[src/hw/rtl/ssc_pkg.sv]
package ssc_pkg;

	// Controller shape.
	localparam int ORDER    = 5;
	localparam int CHANNELS = 2;

	// Sizes of the coefficient tables that are actually populated.
	localparam int TAB_CH = 2;
	localparam int TAB_N  = 5;

	// Row 0 is C, rows 1..ORDER are the rows of A. Each row has ORDER state
	// terms and one error term (B).
	localparam int ROWS  = ORDER + 1;
	localparam int TERMS = ORDER + 1;

	localparam int CH_W   = (CHANNELS > 1) ? $clog2(CHANNELS) : 1;
	localparam int IDX_W  = (ORDER > 1) ? $clog2(ORDER) : 1;
	localparam int ROW_W  = $clog2(ROWS);
	localparam int TERM_W = $clog2(TERMS);

	localparam int COEF_W  = 32;
	localparam int STATE_W = 40;
	localparam int ERR_W   = 16;
	localparam int FORCE_W = 32;
	localparam int FRAC_SH = 20;
	localparam int ACC_W   = 76;
	localparam int RND_W   = ACC_W - FRAC_SH;

	typedef struct packed {
		logic                    op;
		logic signed [ERR_W-1:0] error;
	} cmd_t;

	typedef struct packed {
		logic signed [FORCE_W-1:0] force_res;
		logic                      saturated;
	} res_t;

	typedef struct packed {
		logic             valid;
		logic             first;
		logic             last;
		logic [ROW_W-1:0] row;
	} mac_ctl_t;

	typedef struct packed {
		logic                    valid;
		logic [ROW_W-1:0]        row;
		logic signed [RND_W-1:0] value;
	} mac_res_t;

	localparam logic signed [COEF_W-1:0] MAT_A [TAB_CH][TAB_N][TAB_N] = '{
		'{
			'{ 32'sd1041026, -32'sd14261, 32'sd2517, -32'sd105, 32'sd1049 },
			'{ -32'sd14365, 32'sd1013763, 32'sd524, 32'sd0, -32'sd524 },
			'{ 32'sd2621, 32'sd1783, 32'sd1045850, 32'sd105, -32'sd3041 },
			'{ -32'sd315, -32'sd315, 32'sd105, 32'sd1048576, 32'sd2097 },
			'{ -32'sd11220, 32'sd2307, 32'sd14890, 32'sd1258, -32'sd105 }
		},
		'{
			'{ 32'sd1022676, -32'sd18455, -32'sd315, 32'sd0, 32'sd105 },
			'{ -32'sd21076, 32'sd1032952, 32'sd210, 32'sd0, -32'sd105 },
			'{ -32'sd4719, 32'sd419, 32'sd1044906, 32'sd210, 32'sd3460 },
			'{ 32'sd839, 32'sd210, 32'sd315, 32'sd1048576, -32'sd1049 },
			'{ -32'sd20447, 32'sd14890, -32'sd24746, 32'sd315, -32'sd105 }
		}
	};

	localparam logic signed [COEF_W-1:0] VEC_B [TAB_CH][TAB_N] = '{
		'{ 32'sd3985, 32'sd4928, 32'sd3146, -32'sd210, -32'sd17092 },
		'{ 32'sd14051, 32'sd3460, -32'sd12583, 32'sd1258, -32'sd77595 }
	};

	localparam logic signed [COEF_W-1:0] VEC_C [TAB_CH][TAB_N] = '{
		'{ 32'sd59245, -32'sd68157, -32'sd2522350, 32'sd2108896, -32'sd1059990798 },
		'{ 32'sd34288, -32'sd89234, 32'sd3401266, -32'sd1058433, -32'sd1030610118 }
	};

	// Coefficient for one (channel, row, term) slot; unpopulated slots read 0.
	function automatic logic signed [COEF_W-1:0] coef_lookup(
		input logic [CH_W-1:0]   ch,
		input logic [ROW_W-1:0]  row,
		input logic [TERM_W-1:0] term
	);
		int c;
		int r;
		int t;
		logic signed [COEF_W-1:0] v;
		c = int'(ch);
		r = int'(row);
		t = int'(term);
		v = '0;
		if (c < TAB_CH) begin
			if (r == 0) begin
				if (t < TAB_N) begin
					v = VEC_C[c][t];
				end
			end else if (r - 1 < TAB_N) begin
				if (t < ORDER) begin
					if (t < TAB_N) begin
						v = MAT_A[c][r-1][t];
					end
				end else if (t == ORDER) begin
					v = VEC_B[c][r-1];
				end
			end
		end
		return v;
	endfunction

endpackage

[src/hw/rtl/ssc_if.sv]
interface ssc_cmd_if;
	import ssc_pkg::*;

	logic valid;
	logic ready;
	cmd_t data;

	modport source(output valid, output data, input ready);
	modport sink(input valid, input data, output ready);
endinterface

interface ssc_res_if;
	import ssc_pkg::*;

	logic valid;
	logic ready;
	res_t data;

	modport source(output valid, output data, input ready);
	modport sink(input valid, input data, output ready);
endinterface

[src/hw/rtl/ssc_mac.sv]
module ssc_mac (
	input  logic                                  clk,
	input  logic                                  arst_n,
	input  ssc_pkg::mac_ctl_t                     ctl,
	input  logic signed [ssc_pkg::COEF_W-1:0]     coef,
	input  logic signed [ssc_pkg::STATE_W-1:0]    opnd,
	output ssc_pkg::mac_res_t                     res
);
	import ssc_pkg::*;

	localparam int XH_W = STATE_W - FRAC_SH;
	localparam int PH_W = COEF_W + XH_W;
	localparam int PL_W = COEF_W + FRAC_SH + 1;

	logic signed [XH_W-1:0]    xh;
	logic signed [FRAC_SH:0]   xl;
	logic signed [PH_W-1:0]    ph_s1;
	logic signed [PL_W-1:0]    pl_s1;
	mac_ctl_t                  ctl_s1;
	logic signed [ACC_W-1:0]   acc_s2;
	mac_ctl_t                  ctl_s2;
	logic signed [ACC_W-1:0]   acc_base;
	logic signed [ACC_W-1:0]   acc_rnd;
	logic signed [RND_W-1:0]   rnd_s3;
	logic                      vld_s3;
	logic [ROW_W-1:0]          row_s3;

	// The 40-bit operand is taken as a signed high part and an unsigned
	// 20-bit low part, so each product stays within a 32-bit-class multiplier.
	assign xh = opnd[STATE_W-1:FRAC_SH];
	assign xl = $signed({1'b0, opnd[FRAC_SH-1:0]});

	assign acc_base = ctl_s1.first ? '0 : acc_s2;
	assign acc_rnd  = acc_s2 + (ACC_W'(1) <<< (FRAC_SH - 1));

	always_ff @(posedge clk or negedge arst_n) begin
		if (!arst_n) begin
			ctl_s1 <= '0;
			ctl_s2 <= '0;
			vld_s3 <= 1'b0;
		end else begin
			ctl_s1 <= ctl;
			ctl_s2 <= ctl_s1;
			vld_s3 <= ctl_s2.valid && ctl_s2.last;
		end
	end

	always_ff @(posedge clk) begin
		ph_s1 <= coef * xh;
		pl_s1 <= coef * xl;
		if (ctl_s1.valid) begin
			acc_s2 <= acc_base + (ACC_W'(ph_s1) <<< FRAC_SH) + ACC_W'(pl_s1);
		end
		rnd_s3 <= acc_rnd[ACC_W-1:FRAC_SH];
		row_s3 <= ctl_s2.row;
	end

	assign res.valid = vld_s3;
	assign res.row   = row_s3;
	assign res.value = rnd_s3;

	a_last_gives_result: assert property (@(posedge clk) disable iff (!arst_n)
		(ctl.valid && ctl.last) |-> ##3 res.valid)
		else $error("row end did not produce a result");

	a_result_from_row_end: assert property (@(posedge clk) disable iff (!arst_n)
		res.valid |-> $past(ctl_s1.valid && ctl_s1.last, 2))
		else $error("result without a completed row");

	a_row_tag_kept: assert property (@(posedge clk) disable iff (!arst_n)
		(ctl.valid && ctl.last) |-> ##3 (res.row == $past(ctl.row, 3)))
		else $error("row tag lost in the pipeline");

endmodule

[src/hw/rtl/state_space_controller_step_top.sv]
// An item's products are issued one per cycle into the single shared multiply-accumulate
// unit; they pass through the MAC pipeline, the last row is collected, and then the
// result is registered. The block takes no new item until it has finished the previous
// one, but a new item is taken while the previous result still waits. Reset (arst_n,
// asynchronous): state cleared to zero, ready right after.
module state_space_controller_step_top (
	input  logic      clk,
	input  logic      arst_n,
	ssc_cmd_if.sink   cmd,
	ssc_res_if.source res
);
	import ssc_pkg::*;

	// The sequencer walks rows, then terms within each row. Row 0 produces
	// the force output (C times x); rows 1..ORDER produce the new state
	// elements (a row of A times x plus B times the error). The error term
	// is fed to the MAC as a Q.16 operand, which is the error shifted left
	// by eight, so every term has the same scaling. New state elements are
	// parked in nx_q and committed together, because every row must still
	// see the state from before the update.
	typedef enum logic [1:0] {
		S_IDLE,
		S_RUN,
		S_DRAIN,
		S_DONE
	} seq_state_t;

	seq_state_t                  st_q;
	logic [CH_W-1:0]             ch_q;
	logic                        ch_ok_q;
	logic signed [ERR_W-1:0]     err_q;
	logic [ROW_W-1:0]            row_q;
	logic [TERM_W-1:0]           term_q;
	logic signed [STATE_W-1:0]   state_q [CHANNELS][ORDER];
	logic signed [STATE_W-1:0]   nx_q [ORDER];
	logic signed [FORCE_W-1:0]   force_q;
	logic                        sat_q;
	logic                        res_vld_q;
	res_t                        res_data_q;

	mac_ctl_t                    mac_ctl;
	mac_res_t                    mac_res;
	logic signed [COEF_W-1:0]    mac_coef;
	logic signed [STATE_W-1:0]   mac_opnd;

	logic                        row_end;
	logic                        last_row;
	logic                        out_free;
	logic [ROW_W-1:0]            res_rm1;
	logic                        f_clip;
	logic                        s_clip;
	logic signed [FORCE_W-1:0]   f_val;
	logic signed [STATE_W-1:0]   s_val;

	assign row_end  = (term_q == TERM_W'(TERMS - 1));
	assign last_row = (row_q == ROW_W'(ORDER));
	assign out_free = !res_vld_q || res.ready;

	// Issue side: one coefficient and one operand per cycle while running.
	always_comb begin
		mac_ctl.valid = (st_q == S_RUN);
		mac_ctl.first = (term_q == '0);
		mac_ctl.last  = row_end;
		mac_ctl.row   = row_q;
		mac_coef      = coef_lookup(ch_q, row_q, term_q);
		if (term_q < TERM_W'(ORDER)) begin
			mac_opnd = state_q[ch_q][term_q[IDX_W-1:0]];
		end else begin
			mac_opnd = {{(STATE_W - ERR_W - 8){err_q[ERR_W-1]}}, err_q, 8'h00};
		end
	end

	ssc_mac u_mac (
		.clk    (clk),
		.arst_n (arst_n),
		.ctl    (mac_ctl),
		.coef   (mac_coef),
		.opnd   (mac_opnd),
		.res    (mac_res)
	);

	// Saturation of a rounded row sum: it fits when all bits above the
	// target sign bit agree with it.
	always_comb begin
		f_clip  = !((&mac_res.value[RND_W-1:FORCE_W-1]) ||
			(~|mac_res.value[RND_W-1:FORCE_W-1]));
		s_clip  = !((&mac_res.value[RND_W-1:STATE_W-1]) ||
			(~|mac_res.value[RND_W-1:STATE_W-1]));
		f_val   = mac_res.value[FORCE_W-1:0];
		s_val   = mac_res.value[STATE_W-1:0];
		if (f_clip) begin
			f_val = mac_res.value[RND_W-1] ? {1'b1, {(FORCE_W-1){1'b0}}}
				: {1'b0, {(FORCE_W-1){1'b1}}};
		end
		if (s_clip) begin
			s_val = mac_res.value[RND_W-1] ? {1'b1, {(STATE_W-1){1'b0}}}
				: {1'b0, {(STATE_W-1){1'b1}}};
		end
		res_rm1 = mac_res.row - ROW_W'(1);
	end

	always_ff @(posedge clk or negedge arst_n) begin
		if (!arst_n) begin
			st_q       <= S_IDLE;
			res_vld_q  <= 1'b0;
			res_data_q <= '0;
			row_q      <= '0;
			term_q     <= '0;
			ch_q       <= '0;
			ch_ok_q    <= 1'b0;
			err_q      <= '0;
			force_q    <= '0;
			sat_q      <= 1'b0;
			for (int i = 0; i < ORDER; i++) begin
				nx_q[i] <= '0;
			end
			for (int c = 0; c < CHANNELS; c++) begin
				for (int i = 0; i < ORDER; i++) begin
					state_q[c][i] <= '0;
				end
			end
		end else begin
			// The result register is loaded from the completion state and
			// otherwise released once the receiver has taken it.
			if (st_q == S_DONE && out_free) begin
				res_vld_q <= 1'b1;
			end else if (res.ready) begin
				res_vld_q <= 1'b0;
			end
			case (st_q)
				S_IDLE: begin
					if (cmd.valid) begin
						ch_q    <= CH_W'(cmd.data.op);
						ch_ok_q <= (int'(cmd.data.op) < CHANNELS);
						err_q   <= cmd.data.error;
						row_q   <= '0;
						term_q  <= '0;
						force_q <= '0;
						sat_q   <= 1'b0;
						// A channel beyond the table skips all arithmetic and
						// answers zero with the state left alone.
						st_q    <= (int'(cmd.data.op) < CHANNELS) ? S_RUN : S_DONE;
					end
				end
				S_RUN, S_DRAIN: begin
					if (st_q == S_RUN) begin
						if (row_end) begin
							term_q <= '0;
							row_q  <= row_q + ROW_W'(1);
							if (last_row) begin
								st_q <= S_DRAIN;
							end
						end else begin
							term_q <= term_q + TERM_W'(1);
						end
					end
					if (mac_res.valid) begin
						if (mac_res.row == '0) begin
							force_q <= f_val;
							sat_q   <= sat_q | f_clip;
						end else begin
							nx_q[res_rm1[IDX_W-1:0]] <= s_val;
							sat_q <= sat_q | s_clip;
							if (mac_res.row == ROW_W'(ORDER)) begin
								st_q <= S_DONE;
							end
						end
					end
				end
				S_DONE: begin
					// Wait here only if the previous result is still unclaimed.
					if (out_free) begin
						res_data_q.force_res <= force_q;
						res_data_q.saturated <= sat_q;
						if (ch_ok_q) begin
							for (int i = 0; i < ORDER; i++) begin
								state_q[ch_q][i] <= nx_q[i];
							end
						end
						st_q <= S_IDLE;
					end
				end
				default: begin
					st_q <= S_IDLE;
				end
			endcase
		end
	end

	assign cmd.ready = (st_q == S_IDLE);
	assign res.valid = res_vld_q;
	assign res.data  = res_data_q;

	a_busy_after_accept: assert property (@(posedge clk) disable iff (!arst_n)
		(cmd.valid && cmd.ready) |=> !cmd.ready)
		else $error("item accepted while the block was still busy");

	a_mac_only_when_busy: assert property (@(posedge clk) disable iff (!arst_n)
		mac_res.valid |-> (st_q == S_RUN || st_q == S_DRAIN))
		else $error("MAC result arrived outside a computation");

	a_result_from_done: assert property (@(posedge clk) disable iff (!arst_n)
		$rose(res.valid) |-> $past(st_q == S_DONE))
		else $error("result item raised outside the completion state");

endmodule

[src/flat_wrapper.sv]
// flat-port wrapper written by rule: the top's interface ports become plain ports
module state_space_controller_step_top_flat import ssc_pkg::*;
  (clk, arst_n, cmd_valid, cmd_data, cmd_ready, res_valid, res_data, res_ready);
  ssc_cmd_if cmd_i ();
  ssc_res_if res_i ();
  input  logic clk;
  input  logic arst_n;
  input wire logic [$bits(cmd_i.valid)-1:0] cmd_valid;
  input wire logic [$bits(cmd_i.data)-1:0] cmd_data;
  output wire logic [$bits(cmd_i.ready)-1:0] cmd_ready;
  output wire logic [$bits(res_i.valid)-1:0] res_valid;
  output wire logic [$bits(res_i.data)-1:0] res_data;
  input wire logic [$bits(res_i.ready)-1:0] res_ready;
  assign cmd_i.valid = cmd_valid;
  assign cmd_i.data = cmd_data;
  assign cmd_ready = cmd_i.ready;
  assign res_valid = res_i.valid;
  assign res_data = res_i.data;
  assign res_i.ready = res_ready;
  state_space_controller_step_top u_core (.clk(clk), .arst_n(arst_n), .cmd(cmd_i), .res(res_i));
endmodule
[config.mk]
export PLATFORM = sky130hd
export DESIGN_NAME = state_space_controller_step_top_flat
export DESIGN_NICKNAME = d
export VERILOG_FILES = /design/src/hw/rtl/ssc_pkg.sv /design/src/hw/rtl/ssc_if.sv /design/src/hw/rtl/ssc_mac.sv /design/src/hw/rtl/state_space_controller_step_top.sv /design/src/flat_wrapper.sv
export SDC_FILE = /design/constraint.sdc
export NUM_CORES = 2
export LEC_CHECK = 0
export BUFFER_PORTS_ARGS = -buffer_cell sky130_fd_sc_hd__clkbuf_2
export CAP_MARGIN = 5
export CORE_MARGIN = 4
export CORE_UTILIZATION = 60
export DETAILED_ROUTE_END_ITERATION = 10
export GPL_TIMING_DRIVEN = 0
export PLACE_DENSITY = 0.82
export SYNTH_ARGS = -nofsm -noshare
export SYNTH_HDL_FRONTEND = slang
export SYNTH_SLANG_ARGS = --single-unit
[constraint.sdc]
create_clock -name clk -period 11.84 [get_ports clk]
set_input_delay 1.776 -clock clk [delete_from_list [all_inputs] [get_ports clk]]
set_output_delay 1.776 -clock clk [all_outputs]
set_load 0.01 [all_outputs]
# Word-level counts from Yosys, hierarchy flattened
# Cells that the tools add are included.
dict set report word_totals {
  reg_bits 945
  ramBits 0
  wordCells 195
  mem_bits_ro 0
  latch_bits 0
  memories 0
}
dict set report op_classes {
  n_div 0
  multipliers 2
  reduce_logical 32
  shift 0
  n_lt_le_gt_ge 11
  bitwise 9
  n_eq_ne 13
  add_sub_neg 7
  mux 82
}
# operator n
set ops {}
lappend ops {{$bwmux W400} 5}
lappend ops {{$mux W800} 2}
lappend ops {{$mux W160} 7}
lappend ops {{$demux W200 S1} 5}
lappend ops {{$mux W200} 4}
lappend ops {{$mux W783} 1}
lappend ops {{$mux W32} 16}
lappend ops {{$bmux W160 S3} 1}
lappend ops {{$bmux W32 S3} 3}
lappend ops {{$mux W40} 7}
lappend ops {{$bwmux W200} 1}
lappend ops {{$mux W143} 1}
lappend ops {{$mux W142} 1}
lappend ops {{$bmux W40 S3} 1}
lappend ops {{$demux W40 S3} 1}
lappend ops {{$mux W120} 1}
lappend ops {{$mux W80} 1}
lappend ops {{$add A76 B21 Y76 const B} 1}
lappend ops {{$add A76 B53 Y76} 1}
lappend ops {{$add A76 B72 Y76} 1}
lappend ops {{$mux W76} 1}
lappend ops {{$ge A32 B4 Y1 const B} 2}
lappend ops {{$pmux W32 S2} 1}
lappend ops {{$mul A32 B21 Y53} 1}
lappend ops {{other kinds (43)} 90}

# Logic depth before layout (Yosys ltp)
dict set report depth {
  depth_word 14
  ltp_mapped 40
}

# By module
# A second synthesis with hierarchy kept.
dict set report unflattened {
  cells_unflattened 8856
  hier_area_um2 90670.7
}
# mod area_per_inst_um2 n_inst cells_per_inst seq_area_each_um2
set modules_own_cells {}
lappend modules_own_cells {ssc_mac 58622.5 1 6336 5865.6}
lappend modules_own_cells {state_space_controller_step_top 32048.2 1 2520 17341.6}

# Worst setup path before layout
# OpenSTA, ideal clock, no wires.
dict set report synth_timing {
  path_type {reg2reg}
  start {register u_core.term_q[1]}
  end {register u_core.u_mac.pl_s1[52]}
  setup_slack_ns 2.607
  period_less_slack_ns 9.233
  t_arrival_ns 9.105
  stages_incl_launch_ff 38
  required_time_ns 11.712
  path_cell_list {dfrtp_1 inv_1 buf_2 buf_2 buf_1 ha_1 nand2_1 clkinv_1 a31oi_1 a2111oi_0 o2111ai_1 nand3_1 clkbuf_1 nand2_1 fa_1 inv_1 fa_1 inv_1 [2 not listed] fa_1 fa_1 fa_1 inv_1 fa_1 inv_1 ha_1 buf_2 nand4_1 nor3_1 o21ai_0 and4b_1 a22oi_2 a31oi_1 a311o_1 a21oi_1 mux2i_1 nand4_1}
}
dict set report synth_between {
  elab_chain_cells 8
}
# element line
set synth_rtl {}
lappend synth_rtl {{from (decl)} state_space_controller_step_top.sv:33} ;# logic [TERM_W-1:0] term_q;
lappend synth_rtl {{from (signal assigned)} state_space_controller_step_top.sv:154} ;# term_q <= term_q + TERM_W'(1);
lappend synth_rtl {{$not A3 Y32 (not written as such)} {ssc_pkg.sv:96, ssc_pkg.sv:101}}
lappend synth_rtl {{$bmux W32 S3} ssc_pkg.sv:101} ;# v = MAT_A[c][r-1][t];
lappend synth_rtl {{$mux W32 (not written as such) (2 in series)} ssc_pkg.sv:101}
lappend synth_rtl {{$mux W32} ssc_pkg.sv:99} ;# if (t < ORDER) begin
lappend synth_rtl {{$mux W32} ssc_pkg.sv:98} ;# end else if (r - 1 < TAB_N) begin
lappend synth_rtl {{$mux W32} ssc_pkg.sv:94} ;# if (r == 0) begin
lappend synth_rtl {{$mul A32 B21 Y53 (*)} ssc_mac.sv:50} ;# pl_s1 <= coef * xl;
lappend synth_rtl {{to (signal assigned)} ssc_mac.sv:50}
lappend synth_rtl {{to (decl)} ssc_mac.sv:18} ;# logic signed [PL_W-1:0] pl_s1;
# Every way passes the cells marked *; elsewhere a longest branch is shown, timed or not. The select of a mux whose other input is x is not followed.
# A chain may end at the register's enable or synchronous reset.

# Worst setup path in the final report
dict set report layout_timing {
  start {register u_core.term_q[0]}
  end {register u_core.u_mac.ph_s1[50]}
}
dict set report layout_between {
  elab_chain_cells 8
}
# element line
set layout_rtl {}
lappend layout_rtl {{$not A3 Y32 (not written as such)} {ssc_pkg.sv:96, ssc_pkg.sv:101}}
lappend layout_rtl {{$bmux W32 S3} ssc_pkg.sv:101}
lappend layout_rtl {{$mux W32 (not written as such) (2 in series)} ssc_pkg.sv:101}
lappend layout_rtl {{$mux W32} ssc_pkg.sv:99}
lappend layout_rtl {{$mux W32} ssc_pkg.sv:98}
lappend layout_rtl {{$mux W32} ssc_pkg.sv:94}
lappend layout_rtl {{$mul A32 B20 Y52 (*)} ssc_mac.sv:49} ;# ph_s1 <= coef * xh;
lappend layout_rtl {{to (signal assigned)} ssc_mac.sv:49}
lappend layout_rtl {{to (decl)} ssc_mac.sv:17} ;# logic signed [PH_W-1:0] ph_s1;
# Marked as above.

==> results.sh <==
export IMPL_drtIter0Drc=7076
export IMPL_via_per_inst=6.28
export IMPL_numCtsBuffers=90
export IMPL_critPathMaxStageDelay_ps=600
export IMPL_cp_start_kind="flop"
export IMPL_io_pins=56
export IMPL_setup_ws_ps=144
export IMPL_synthesis_instances=8514
export IMPL_r2r_start="u_core.term_q[0]$_DFFE_PN0P_"
export IMPL_syn_area_per_cell_um2=10.2
export IMPL_first_global_vias=70600
export IMPL_finalMaxSlewViolations=0
export IMPL_hpwl_um=235000
export IMPL_core_area_um2=143000
export IMPL_fin_hold_ws_ps=345
export IMPL_die_area_um2=150000
export IMPL_grt_max_degree=124
export IMPL_end_kind="flop"
export IMPL_synth_seq_cells=945
export IMPL_cp_arrival_ps=12300
export IMPL_gp_congestion=1.07
export IMPL_via_count=67100
export IMPL_portBuffers=55
export IMPL_start_util_pct=60.3
export IMPL_reg2reg_slack_ps=140
export IMPL_worst_pin_slew_ps=1430
export IMPL_max_freq_mhz=85.5
export IMPL_yosys_cell_types_count=104
export IMPL_clockBufferDepth=3
export IMPL_setup_viol=0
export IMPL_cp_max_fo=10
export IMPL_slew_headroom_pct=4.68
export IMPL_die_h_um=388
export IMPL_fin_util_pct=65.0
export IMPL_timing_setup_tns_ps=0
export IMPL_cap_violations=0
export IMPL_synth_edf_count=76
export IMPL_antenna_found_initial=29
export IMPL_synth_net_count=10200
export IMPL_drc=0
export IMPL_crit_slowest_cell="fa_1"
export IMPL_n_fill_cell=11100
export IMPL_ctsRootBufferMaster="clkbuf_16"
export IMPL_crit_path_end="u_core.u_mac.ph_s1[50]$_DFF_P_"
export IMPL_nNetsFinal=10400
export IMPL_synthToLayoutAreaGrowth_pct=7.83
export IMPL_rows=139
export IMPL_synth_async_reset_ratio_pct=74.6
export IMPL_yosys_most_used_dff="dfrtp_1"
export IMPL_htree_num_levels=3
export IMPL_worstSetupPathType="reg -> reg"
export IMPL_synth_area_um2=86500
export IMPL_crit_required_ps=12440
export IMPL_status="finished clean"
export IMPL_worstRegToRegCells=32
export IMPL_worstReg2RegEnd="u_core.u_mac.ph_s1[50]$_DFF_P_"
export IMPL_final_period_utilization_pct=98.8
export IMPL_hp_class="reg -> reg"
export IMPL_clk_pin_slew_ps=70
export IMPL_wire_per_inst_um=28.1
export IMPL_grt_usage_pct=40.4
export IMPL_worstSetupStartpoint="u_core.term_q[0]$_DFFE_PN0P_"
export IMPL_hold_violations=0
export IMPL_skew_ps=72.0
export IMPL_synth_warnings=0
export IMPL_period_minus_slack_ps=11700
export IMPL_clock_sinks=945
export IMPL_grt_pass1_wl_um=447000
export IMPL_post_place_ws_ps=-1360
export IMPL_die_x_um=388
export IMPL_overflow=0
export IMPL_drive_gt1_share_pct=11.6
export IMPL_ant_nets=0
export IMPL_cts_tree="done"
export IMPL_crit_top_cell="fa_1"
export IMPL_seq_area_frac_synth_pct=26.8
export IMPL_clock_latency_ps=750
export IMPL_dr_pass1_iters=8
export IMPL_wirelength_um=300000
export IMPL_hold_buffers=0
worst min-delay path by stage:
stage / start / endpoint / slack, ps / cells after the start
2_1_floorplan: u_core.u_mac.ctl_s2[0]$_DFF_PN0_ / u_core.u_mac.row_s3[0]$_DFF_P_ / 320 / 0
3_3_place_gp: u_core.u_mac.ctl_s2[0]$_DFF_PN0_ / u_core.u_mac.row_s3[0]$_DFF_P_ / 330 / 0
3_5_place_dp: u_core.u_mac.ctl_s2[2]$_DFF_PN0_ / u_core.u_mac.row_s3[2]$_DFF_P_ / 330 / 0
4_1_cts: u_core.u_mac.ctl_s2[1]$_DFF_PN0_ / u_core.u_mac.row_s3[1]$_DFF_P_ / 350 / 0
5_1_grt: u_core.u_mac.ctl_s1[3]$_DFF_PN0_ / u_core.u_mac.ctl_s2[3]$_DFF_PN0_ / 360 / 0
6_report: u_core.u_mac.ctl_s2[1]$_DFF_PN0_ / u_core.u_mac.row_s3[1]$_DFF_P_ / 340 / 0
per-layer routing:
| metal | track usage (%) | share of wire, % | wire (um) | vias to the layer above |
|---|---|---|---|---|
| li1 | - | - | - | 27500 |
| met1 | 49.0 | 34 | 104000 | 33900 |
| met2 | 59.5 | 43 | 130000 | 4432 |
| met3 | 14.4 | 13 | 37900 | 1320 |
| met4 | 29.7 | 9.6 | 28800 | 24 |
| met5 | 0.383 | 0.075 | 225 | - |
sequential cells by signal (all words and copies together) (netlist names), 16 cells and up:
signal and count:
u_core.nx_q 200, u_core.err_q 16, u_core.force_q 32, u_core.u_mac.rnd_s3 56
u_core.u_mac.acc_s2 76, u_core.res.data 33, u_core.state_q 400, u_core.u_mac.ph_s1 52
u_core.u_mac.pl_s1 53
what timing repair did:
item | in CTS | in global routing
setup buffers | 0 | 10
endpoints found under the setup margin | 65 | 38
gates resized for setup | 41 | 134
pin swaps | 0 | 4
Yosys cell counts, types with 110 or more instances:
cell type | instances | area share (%)
a21oi_1 | 407 | 2.4
inv_1 | 1381 | 6.0
xnor2_1 | 157 | 1.6
nor2b_1 | 110 | 0.80
fa_1 | 1288 | 30
mux2_2 | 453 | 5.9
clkbuf_1 | 295 | 1.3
ha_1 | 397 | 5.7
dfrtp_1 | 705 | 20
nand2_1 | 984 | 4.3
nor2_1 | 654 | 2.8
dfxtp_1 | 164 | 3.8
o21ai_0 | 285 | 1.6
a21o_1 | 110 | 0.95
metrics by stage:
stage	cells	cell area, um^2
final	10700	93300
after global routing	10700	93300
after CTS	10700	92900
after detailed placement	10500	89800
after global placement	10500	89200
after floorplan	8514	86500
cells by family after synthesis:
kind of cell / share of synthesized area [%]
AOI/OAI and AO/OA: 7.97
xor gates and xnor gates: 2.44
adders and majority gates: 35.5
buffers and inverters: 8.00
DFF: 26.8
muxes: 8.81
and+or+nand+nor: 10.4
cell usage in the layout, fill, tap and decap left out, types with 30 or more instances in the layout:
| master | n |
|---|---|
| clkbuf_2 | 105 |
| a21o_1 | 109 |
| edfxtp_1 | 76 |
| xnor2_1 | 154 |
| inv_1 | 1380 |
| a21oi_1 | 400 |
| mux2_2 | 453 |
| nand2b_1 | 36 |
| o21a_1 | 37 |
| o211ai_1 | 32 |
| a31oi_1 | 30 |
| ha_1 | 397 |
| nor2b_1 | 110 |
| dfxtp_1 | 163 |
| clkbuf_16 | 91 |
| nand4_1 | 57 |
| nor2_1 | 653 |
| nand2_1 | 982 |
| clkbuf_1 | 251 |
| nand3_1 | 61 |
| and2_1 | 59 |
| mux2i_1 | 72 |
| xor2_1 | 82 |
| dfrtp_1 | 703 |
| nor3_1 | 34 |
| mux4_2 | 80 |
| buf_2 | 74 |
| fa_1 | 1288 |
| and3_1 | 32 |
| o21ai_0 | 282 |
worst max-delay path, delay by kind of cell, from the launching register on:
kind,cells,cell delay [ps]
fa+ha+maj,8,4080
simple gates,5,1340
xor+xnor,1,200
compound gates,7,2240
buf+inv,11,3110
flops,1,530
layout make-up:
class | count | area, um^2 | area share [%]
Multi-Input combinational cell | 5767 | 56700 | 60.8
Sequential cell | 945 | 23200 | 24.9
Inverter | 1392 | 5230 | 5.60
Clock buffer | 123 | 2550 | 2.73
Tap cell | 1903 | 2380 | 2.55
Buffer | 405 | 1790 | 1.92
Timing Repair Buffer | 97 | 841 | 0.901
Clock inverter | 43 | 539 | 0.578
Antenna cell | 23 | 57.6 | 0.0617
Power is not shown: default switching activity piles up to over one toggle a cycle in this logic, so the estimate is an artifact.
